File: src/rtl/core/sexl_pkg.sv
// ----------------------------------------------------------------------------
// sexl_pkg: shared types of the S-expression lexer
// Token kinds, lexer modes and the result records passed between the lexer
// core, its response queue and the top level.
// ----------------------------------------------------------------------------
package sexl_pkg;

   // Number of results one character can cause at most
   localparam int unsigned MAX_RESULTS = 3;
   localparam int unsigned COUNT_W     = $clog2(MAX_RESULTS + 1);
   localparam int unsigned INDEX_W     = $clog2(MAX_RESULTS);

   typedef enum logic [3:0] {
      TOKEN_OPEN   = 4'd0,
      TOKEN_CLOSE  = 4'd1,
      TOKEN_DOT    = 4'd2,
      TOKEN_QUOTE  = 4'd3,
      TOKEN_CONST  = 4'd4,
      TOKEN_SYMCH  = 4'd5,
      TOKEN_SYMEND = 4'd6,
      TOKEN_ERROR  = 4'd7,
      TOKEN_END    = 4'd8
   } token_kind_type;

   typedef enum logic [3:0] {
      MODE_IDLE = 4'b0001,
      MODE_SIGN = 4'b0010,
      MODE_NUM  = 4'b0100,
      MODE_SYM  = 4'b1000
   } lex_mode_type;

   typedef struct packed {
      token_kind_type     kind;
      logic signed [31:0] value;
      logic [7:0]         sym_char;
   } rsp_item_type;

   // All results of one character, in emission order
   typedef struct packed {
      rsp_item_type [MAX_RESULTS-1:0] item;
      logic [COUNT_W-1:0]             count;
   } rsp_group_type;

endpackage

File: src/rtl/core/sexl_lexer.sv
// ----------------------------------------------------------------------------
// sexl_lexer: lexer state and per-character token logic
// Holds the mode, the number magnitude and the pending sign, and works out in
// one pass the group of results that a character or an end mark causes.
// ----------------------------------------------------------------------------
module sexl_lexer
   import sexl_pkg::*;
(
   input  logic          clock,
   input  logic          reset,
   input  logic          step,
   input  logic [7:0]    in_char,
   input  logic          end_of_input,
   output rsp_group_type group
);

   localparam logic [7:0] CHAR_OPEN  = 8'h28;
   localparam logic [7:0] CHAR_CLOSE = 8'h29;
   localparam logic [7:0] CHAR_DOT   = 8'h2E;
   localparam logic [7:0] CHAR_QUOTE = 8'h27;
   localparam logic [7:0] CHAR_MINUS = 8'h2D;
   localparam logic [7:0] CHAR_PLUS  = 8'h2B;

   lex_mode_type mode_ff, mode_in;
   logic [31:0]  acc_ff, acc_in;
   logic         neg_ff, neg_in;

   logic         do_finish;
   logic         do_fresh;
   logic [31:0]  acc_times_ten;
   logic [31:0]  digit_value;

   function automatic logic is_ws(input logic [7:0] c);
      return (c == 8'h20) || ((c >= 8'h09) && (c <= 8'h0D));
   endfunction

   function automatic logic is_digit(input logic [7:0] c);
      return (c >= 8'h30) && (c <= 8'h39);
   endfunction

   function automatic logic is_sym_start(input logic [7:0] c);
      return ((c >= 8'h61) && (c <= 8'h7A)) || ((c >= 8'h41) && (c <= 8'h5A)) ||
             (c == 8'h3C) || (c == 8'h3D) || (c == 8'h3E) ||
             (c == 8'h2A) || (c == 8'h2F) || (c == 8'h23);
   endfunction

   function automatic logic is_sym_cont(input logic [7:0] c);
      return is_sym_start(c) || is_digit(c) ||
             (c == 8'h3F) || (c == 8'h21) || (c == CHAR_MINUS);
   endfunction

   function automatic rsp_item_type make_item(input token_kind_type kind,
                                              input logic [31:0] value,
                                              input logic [7:0] sym_char);
      rsp_item_type r;
      r.kind     = kind;
      r.value    = value;
      r.sym_char = sym_char;
      return r;
   endfunction

   // Digits '0'..'9' carry their value in the low nibble
   assign digit_value   = {28'd0, in_char[3:0]};
   assign acc_times_ten = {acc_ff[28:0], 3'b000} + {acc_ff[30:0], 1'b0};

   // Work out the result group and the next lexer state
   always_comb begin
      group     = '0;
      mode_in   = mode_ff;
      acc_in    = acc_ff;
      neg_in    = neg_ff;
      do_finish = 1'b0;
      do_fresh  = 1'b0;

      if (end_of_input) begin
         do_finish = 1'b1;
      end else begin
         unique case (mode_ff)
            MODE_SIGN: begin
               if (is_digit(in_char)) begin
                  mode_in = MODE_NUM;
                  acc_in  = digit_value;
               end else begin
                  do_finish = 1'b1;
                  do_fresh  = 1'b1;
               end
            end
            MODE_NUM: begin
               if (is_digit(in_char)) begin
                  acc_in = acc_times_ten + digit_value;
               end else begin
                  do_finish = 1'b1;
                  do_fresh  = 1'b1;
               end
            end
            MODE_SYM: begin
               if (is_sym_cont(in_char)) begin
                  group.item[group.count] = make_item(TOKEN_SYMCH, 32'd0, in_char);
                  group.count = group.count + 1'b1;
               end else begin
                  do_finish = 1'b1;
                  do_fresh  = 1'b1;
               end
            end
            default: begin
               mode_in  = MODE_IDLE;
               do_fresh = 1'b1;
            end
         endcase
      end

      // Close the pending token and drop back to idle
      if (do_finish) begin
         unique case (mode_ff)
            MODE_SIGN: begin
               group.item[group.count] = make_item(TOKEN_SYMCH, 32'd0,
                                                   neg_ff ? CHAR_MINUS : CHAR_PLUS);
               group.count = group.count + 1'b1;
               group.item[group.count] = make_item(TOKEN_SYMEND, 32'd0, 8'd0);
               group.count = group.count + 1'b1;
            end
            MODE_NUM: begin
               group.item[group.count] = make_item(TOKEN_CONST,
                                                   neg_ff ? (32'd0 - acc_ff) : acc_ff,
                                                   8'd0);
               group.count = group.count + 1'b1;
            end
            MODE_SYM: begin
               group.item[group.count] = make_item(TOKEN_SYMEND, 32'd0, 8'd0);
               group.count = group.count + 1'b1;
            end
            default: begin
            end
         endcase
         mode_in = MODE_IDLE;
         acc_in  = 32'd0;
         neg_in  = 1'b0;
      end

      // Lex the character from idle
      if (do_fresh) begin
         if (is_ws(in_char)) begin
         end else if (in_char == CHAR_OPEN) begin
            group.item[group.count] = make_item(TOKEN_OPEN, 32'd0, 8'd0);
            group.count = group.count + 1'b1;
         end else if (in_char == CHAR_CLOSE) begin
            group.item[group.count] = make_item(TOKEN_CLOSE, 32'd0, 8'd0);
            group.count = group.count + 1'b1;
         end else if (in_char == CHAR_DOT) begin
            group.item[group.count] = make_item(TOKEN_DOT, 32'd0, 8'd0);
            group.count = group.count + 1'b1;
         end else if (in_char == CHAR_QUOTE) begin
            group.item[group.count] = make_item(TOKEN_QUOTE, 32'd0, 8'd0);
            group.count = group.count + 1'b1;
         end else if ((in_char == CHAR_PLUS) || (in_char == CHAR_MINUS)) begin
            mode_in = MODE_SIGN;
            neg_in  = (in_char == CHAR_MINUS);
            acc_in  = 32'd0;
         end else if (is_digit(in_char)) begin
            mode_in = MODE_NUM;
            neg_in  = 1'b0;
            acc_in  = digit_value;
         end else if (is_sym_start(in_char)) begin
            mode_in = MODE_SYM;
            group.item[group.count] = make_item(TOKEN_SYMCH, 32'd0, in_char);
            group.count = group.count + 1'b1;
         end else begin
            group.item[group.count] = make_item(TOKEN_ERROR, 32'd0, 8'd0);
            group.count = group.count + 1'b1;
         end
      end

      if (end_of_input) begin
         group.item[group.count] = make_item(TOKEN_END, 32'd0, 8'd0);
         group.count = group.count + 1'b1;
      end
   end

   // Advance the lexer state once per processed character
   always_ff @(posedge clock) begin
      if (reset) begin
         mode_ff <= MODE_IDLE;
         acc_ff  <= 32'd0;
         neg_ff  <= 1'b0;
      end else if (step) begin
         mode_ff <= mode_in;
         acc_ff  <= acc_in;
         neg_ff  <= neg_in;
      end
   end

endmodule

File: src/rtl/core/sexl_rsp_queue.sv
// ----------------------------------------------------------------------------
// sexl_rsp_queue: result group register and serializer
// Holds the results of one character and hands them out one per transfer,
// marking the last one. Frees itself in the cycle its last result leaves.
// ----------------------------------------------------------------------------
module sexl_rsp_queue
   import sexl_pkg::*;
(
   input  logic          clock,
   input  logic          reset,
   input  logic          load,
   input  rsp_group_type group,
   output logic          free,
   output logic          rsp_tvalid,
   input  logic          rsp_tready,
   output rsp_item_type  rsp_item,
   output logic          rsp_tlast
);

   rsp_item_type       items_ff [MAX_RESULTS];
   logic [COUNT_W-1:0] count_ff, count_in;
   logic [INDEX_W-1:0] index_ff, index_in;
   logic               at_last;

   assign at_last    = (COUNT_W'(index_ff) + 1'b1) == count_ff;
   assign rsp_tvalid = (count_ff != '0);
   assign rsp_tlast  = at_last;
   assign rsp_item   = items_ff[index_ff];
   assign free       = (count_ff == '0) || (at_last && rsp_tready);

   // Step through the group, reload when it is spent
   always_comb begin
      count_in = count_ff;
      index_in = index_ff;
      if (load) begin
         count_in = group.count;
         index_in = '0;
      end else if (rsp_tvalid && rsp_tready) begin
         if (at_last) begin
            count_in = '0;
            index_in = '0;
         end else begin
            index_in = index_ff + 1'b1;
         end
      end
   end

   always_ff @(posedge clock) begin
      if (reset) begin
         count_ff <= '0;
         index_ff <= '0;
      end else begin
         count_ff <= count_in;
         index_ff <= index_in;
      end
   end

   // Hold the group payload; item 0 is emitted first
   always_ff @(posedge clock) begin
      if (load) begin
         for (int i = 0; i < MAX_RESULTS; i++) begin
            items_ff[i] <= group.item[i];
         end
      end
   end

endmodule

File: src/rtl/core/s_expression_lexer.sv
// ----------------------------------------------------------------------------
// s_expression_lexer: streaming tokenizer for Lisp S-expressions
// One character or end mark in per transfer, token events out.
// ----------------------------------------------------------------------------
// Each request carries one character byte, or with req_tuser set the end of
// the stream. Results come out one per transfer, rsp_tlast marking the last
// result of a character; digits that extend a number or sign give no result,
// nor does whitespace, a digit or a sign with no token open. A character passes
// an input register, is lexed combinationally and its results (up to three)
// are held in a result register. Throughput is one character per cycle while
// each yields at most one result and rsp_tready stays high; a character with n
// results occupies the single result port for n transfers, and the next
// character is lexed in the cycle its last result is taken.
// ----------------------------------------------------------------------------
module s_expression_lexer
   import sexl_pkg::*;
(
   input  logic        clock,
   input  logic        reset,
   input  logic        req_tvalid,
   output logic        req_tready,
   input  logic [7:0]  req_tdata,   // [7:0] in_char
   input  logic        req_tuser,   // [0] end_of_input
   output logic        rsp_tvalid,
   input  logic        rsp_tready,
   output logic [39:0] rsp_tdata,   // [31:0] constant_value, [39:32] symbol_char
   output logic [3:0]  rsp_tuser,   // [3:0] token_kind
   output logic        rsp_tlast    // last_of_run
);

   logic          in_valid_ff;
   logic [7:0]    in_char_ff;
   logic          in_eoi_ff;
   logic          queue_free;
   logic          lex_step;
   rsp_group_type group;
   rsp_item_type  rsp_item;

   assign lex_step   = in_valid_ff && queue_free;
   assign req_tready = !in_valid_ff || lex_step;

   // Input register: take a transfer whenever it is empty or the held character moves on
   always_ff @(posedge clock) begin
      if (reset) begin
         in_valid_ff <= 1'b0;
      end else if (req_tready) begin
         in_valid_ff <= req_tvalid;
      end
   end

   always_ff @(posedge clock) begin
      if (req_tready && req_tvalid) begin
         in_char_ff <= req_tdata;
         in_eoi_ff  <= req_tuser;
      end
   end

   sexl_lexer u_lexer (
      .clock        (clock),
      .reset        (reset),
      .step         (lex_step),
      .in_char      (in_char_ff),
      .end_of_input (in_eoi_ff),
      .group        (group)
   );

   sexl_rsp_queue u_rsp_queue (
      .clock      (clock),
      .reset      (reset),
      .load       (lex_step),
      .group      (group),
      .free       (queue_free),
      .rsp_tvalid (rsp_tvalid),
      .rsp_tready (rsp_tready),
      .rsp_item   (rsp_item),
      .rsp_tlast  (rsp_tlast)
   );

   // Pack the result fields
   assign rsp_tdata = {rsp_item.sym_char, rsp_item.value};
   assign rsp_tuser = rsp_item.kind;

endmodule

File: config.mk
export PLATFORM = sky130hd
export DESIGN_NAME = s_expression_lexer
export DESIGN_NICKNAME = d
export VERILOG_FILES = /design/src/rtl/core/sexl_pkg.sv /design/src/rtl/core/sexl_lexer.sv /design/src/rtl/core/sexl_rsp_queue.sv /design/src/rtl/core/s_expression_lexer.sv
export SDC_FILE = /design/constraint.sdc
export NUM_CORES = 1
export LEC_CHECK = 0
export ABC_AREA = 1
export BUFFER_PORTS_ARGS = -buffer_cell sky130_fd_sc_hd__buf_4
export CORE_MARGIN = 8
export CORE_UTILIZATION = 57
export DETAILED_ROUTE_END_ITERATION = 7
export GPL_TIMING_DRIVEN = 0
export PLACE_DENSITY = 0.8
export SLEW_MARGIN = 40
export SYNTH_ARGS = -nofsm -noshare
export SYNTH_HDL_FRONTEND = slang
export SYNTH_HIERARCHICAL = 1
export SYNTH_SLANG_ARGS = --single-unit
File: constraint.sdc
create_clock -name clock -period 5.2 [get_ports clock]
set_input_delay 1.04 -clock clock [delete_from_list [all_inputs] [get_ports clock]]
set_output_delay 1.04 -clock clock [all_outputs]
set_load 0.05 [all_outputs]
After elaboration in Yosys (flattened, before gate mapping)
Memory sizes are Yosys's and may differ from the RTL's. A register that Yosys moved wholly into a read port is not among the register bits.
Index checks and enable logic that the tools add are counted.
{ "totals": {"reg_bits": 51, "latchBits": 0, "mem_bits_rw": 132, "romBits": 0, "in_bits": 13, "output_inout_bits": 47, "word_cells": 188, "memories": 1} }
{ "mem_list": {"columns": ["name", "depth", "width", "read_ports", "rd_clocked_by_memory_dff", "wr", "line", "text"], "rows": [
  ["u_rsp_queue.items_ff", 3, 44, 1, 1, 3, "sexl_rsp_queue.sv:20", "rsp_item_type items_ff [MAX_RESULTS];"]
]} }
{ "op_classes": {"add_sub_neg": 8, "n_mul": 0, "n_div": 0, "magnitude_cmp": 16, "eq_ne": 19, "shifts": 0, "mux": 77, "bitwise": 23, "reduce_logical": 36} }
{ "ops": {"columns": ["op", "count"], "rows": [
  ["two-way mux 134 bit", 11],
  ["two-way mux 32 bit", 13],
  ["one-hot mux 134 bit (3 select lines)", 1],
  ["bitwise mux 132 bit", 3],
  ["bitwise AND 129 bit", 3],
  ["inverter 129 bit", 3],
  ["inverter 126 bit", 3],
  ["demux 44 bit (select 2 bit)", 4],
  ["bitwise AND 126 bit", 2],
  ["two-way mux 44 bit", 4],
  ["bitwise AND 132 bit", 1],
  ["inverter 132 bit", 1],
  ["bitwise AND 42 x 126 -> 126 bit", 1],
  ["bitwise AND 123 bit", 1],
  ["inverter 123 bit", 1],
  ["equality test 8 x 6 -> 1 bit, second input constant", 15],
  ["two-way mux 46 bit", 2],
  ["one-hot mux 32 bit (2 select lines)", 1],
  ["two-way mux 4 bit", 12],
  ["two-way mux 45 bit", 1],
  ["adder 32 bit", 1],
  ["adder 32 x 4 -> 32 bit", 1],
  ["subtractor 1 x 32 -> 32 bit, first input constant", 1],
  [">= comparator 8 x 7 -> 1 bit, second input constant", 2],
  ["28 further kinds", 91]
]} }

Depth between registers and ports, before layout
{ "depth": {"word_depth": 48, "ltp_mapped": 27, "ltp_nobuf": 26} }

Modules after synthesis
Netlist, hierarchy kept.
{ "modules_own_cells": {"columns": ["mod", "instances", "cells_each", "area_each_um2", "seq_area_each_um2"], "rows": [
  ["sexl_lexer", 1, 1167, 6774.0, 740.7],
  ["sexl_rsp_queue", 1, 368, 5241.3, 4083.9],
  ["s_expression_lexer", 1, 17, 325.3, 290.3]
]} }

Worst setup path before layout
No wires, ideal clock.
{ "synth_path": {"kind": "input-to-reg", "startpoint": "input rsp_tready", "endpoint": "register u_lexer.acc_ff[10]", "setup_ns": 0.070, "arrival_ns": 5.063, "required_ns": 5.130, "slack_ns": 0.066, "cell_stages": 11, "path_buffers": 3, "path_cell_list": "inv_1 > o21ai_1 > nand2_1 > inv_1 > clkbuf_1 > inv_1 > nor2_1 > buf_2 > buf_2 > nand3_1 > a21oi_1"} }
{ "synth_via": {"elab_chain_cells": 3} }
{ "synth_rtl": {"columns": ["item", "line", "text"], "rows": [
  ["start, declared", "s_expression_lexer.sv:25", "input logic rsp_tready,"],
  ["logical AND 1 bit", "sexl_rsp_queue.sv:29", "assign free = (count_ff == '0) || (at_last && rsp_tready);"],
  ["logical OR 1 bit", "sexl_rsp_queue.sv:29", null],
  ["named net queue_free", "s_expression_lexer.sv:34", "logic queue_free;"],
  ["logical AND 1 bit", "s_expression_lexer.sv:39", "assign lex_step = in_valid_ff && queue_free;"],
  ["named net lex_step", "s_expression_lexer.sv:35", "logic lex_step;"],
  ["end signal, assigned", "sexl_lexer.sv:187", "acc_ff <= acc_in;"],
  ["end, declared", "sexl_lexer.sv:25", "logic [31:0] acc_ff, acc_in;"]
]} }
The timed path passes the listed nets, and every way through them passes these cells.
A chain may end at the register's enable or synchronous reset.

==> results.tsv <==
metric	value	unit
clock_sinks	185	
period_share	84.88	%
grt_max_degree	77	
max_freq	226.6	MHz
path_delay_family	simple AND/OR/NAND/NOR gates	
drt-vias-per-instance	5.550	
synth_edf_count	141	
layout-drive-gt1-share	14.62	%
min_path_type	reg2reg	
worstPathMaxFanout	10	
synth_area_leader_cell	edfxtp_1	
gr-usage-all-layers	24.42	%
fin_nets	1778	
num-fill-cells	1836	
yosysUniqueCellTypes	52	
netlist_area	12340	um^2
required	5.44	ns
p_leak	6.199	nW
drtAntennaViolNets	0	
irDropWorstVdd	0.1778	mV
routabilityCongestion	0.9741	
grt-ovfl-total	0	
endpoint_kind	register	
synth_top_area_share	34.31	%
rsz0062_at_grt	false	
cts_root_buf	clkbuf_16	
clockBufferDepth	2	
crit_type	reg2reg	
multi_input_area	6073	um^2
cts_tree	done	
synthFlopType	edfxtp_1	
ios	60	
hpwlAfterDp	25.59	mm
cp_slowest_stage_delay	0.43	ns
register_area	5115	um^2
fp.dieW	163.1	um
slew_headroom	55.27	%
clock_latency	0.44	ns
cts_setup_buffers	0	
vias	11050	
num_antenna_cells	0	
final_core_util	64.98	%
antenna_found_initial	0	
port_buffers	59	
worstMarginPinSlew	0.6710	ns
rows	54	
final_cell_mix	nand2_1 (326), a21oi_1 (178), nor2_1 (159)	
powerDensity	257.2	nW/um^2
core_area	21550	um^2
synth-seq-cells	185	
cts_buffers	17	
worst-path-buf-inv	5	
cts_resized	0	
cts.clk_slew.worst_paths	0.08	ns
initial_utilization	57.26	%
dr.pass1.iters	6	
final-max-slew-violation-count	0	
grt_pass1_vias	9975	
path_common_cell	nand2_1	
synth_area_leaders	edfxtp_1 (34%), nand2_1 (9.9%), a21oi_1 (7.2%)	
grt_pass1_wl	51.43	mm
wl	32.99	mm
syn_inst	1552	
die_area	26610	um^2
pre_cts_ws	0.9325	ns
die_h	163.1	um
layout.cells.most_common	nand2_1	
syn_area_per_cell	7.951	um^2
cap_violations	0	
yosysSeqAreaShare	41.45	%
setup_tns	0	ns
hold_viol	0	
area_growth	13.48	%
first_iter_violations	1282	
finalCriticalPeriod	4.414	ns
critPathSlowestCell	edfxtp_1	
drc_errors	0	
whs	0.5104	ns
htreeDepth	4	
setup_viol	0	
status	finished, final reports clean	
cp-start-kind	register	
wl_per_cell	16.58	um
worst_slack	0.7863	ns
yosysWarnings	6	
placedCellCount	1959	
layout.cells.non_filler	1990	
async_reset_ff_share	0	%
crit_arrival	4.66	ns
hold_buffers	0	
finClkSkew	0.01327	ns
[logic make-up (layout without fill, tap and decap cells)]
family                   count (synthesis)  after routing  synth area share (%)
flip-flops                             185            185                 41.45
buffers and inverters                  271            363                 11.40
adder cells (fa/ha/maj)                 67             67                 6.915
other                                    1             67               0.03039
AO/OA/AOI/OAI                          315            315                 13.81
AND/OR/NAND/NOR                        690            690                 24.77
XOR/XNOR                                23             23                 1.632
[layout make-up]
cell class,count,share of cell area (%)
Clock buffer,17,3.038
Buffer,120,5.870
Clock inverter,14,1.081
Sequential cell,185,36.52
Tap cell,280,2.502
Inverter,151,4.226
Multi-Input combinational cell,1162,43.37
Timing Repair Buffer,61,3.395
[synthesized netlist by cell type, types with 17 or more instances]
master,count
xor2_1,17
a21oi_1,178
dfxtp_1,44
ha_1,65
buf_4,79
nor2_1,159
clkbuf_1,20
nand4_1,18
inv_1,140
nor3_1,28
o21ai_0,86
edfxtp_1,141
nand3_1,103
nand2_1,326
[routing by layer]
metal	GRT usage [%]	share of wire [%]
met5	0	0
met4	7.631	1.8
met3	3.805	8.6
met2	37.96	45
met1	34.39	45
[path summary, 6_finish.rpt]
kind,startpoint,to,slack (ns),cells past startpoint
max,in_char_ff[3]$_DFFE_PP_,u_rsp_queue/items_ff[0][11]$_DFFE_PP_,0.79,25
min,in_valid_ff$_SDFFE_PP0P_,in_valid_ff$_SDFFE_PP0P_,0.51,2
max reg2reg,in_char_ff[3]$_DFFE_PP_,u_rsp_queue/items_ff[0][11]$_DFFE_PP_,0.79,25
min reg2reg,in_valid_ff$_SDFFE_PP0P_,in_valid_ff$_SDFFE_PP0P_,0.51,2
[worst min-delay path, cell delays in order (launching register included)]
cell	delay, ns
dfxtp_1	0.34
nand2_2	0.09
a21oi_2	0.04
[report_power, final]
part           total, W  switching [W]  internal (W)
logic          0.000654       0.000454      0.000200
clock network   0.00125       0.000607      0.000639
registers       0.00170      0.0000332       0.00167
total           0.00360        0.00109       0.00251
[metrics by stage]
stage / total power (W) / cell area (um^2)
after detailed placement: 0.002377 / 13420
after global routing: 0.003731 / 14000
after floorplan: 0.002200 / 12590
after global placement: 0.002372 / 13380
after CTS: 0.003611 / 14000
final: 0.003602 / 14000
[flip-flops by register name (all words and copies together) (netlist names), named ones only]
name	cells
u_rsp_queue/items_ff	132
in_valid_ff	1
u_lexer/neg_ff	1
in_eoi_ff	1
u_rsp_queue/index_ff	2
u_lexer/mode_ff	4
in_char_ff	8
u_rsp_queue/count_ff	2
u_lexer/acc_ff	32
Note: power is estimated with default switching activity, not from simulation.
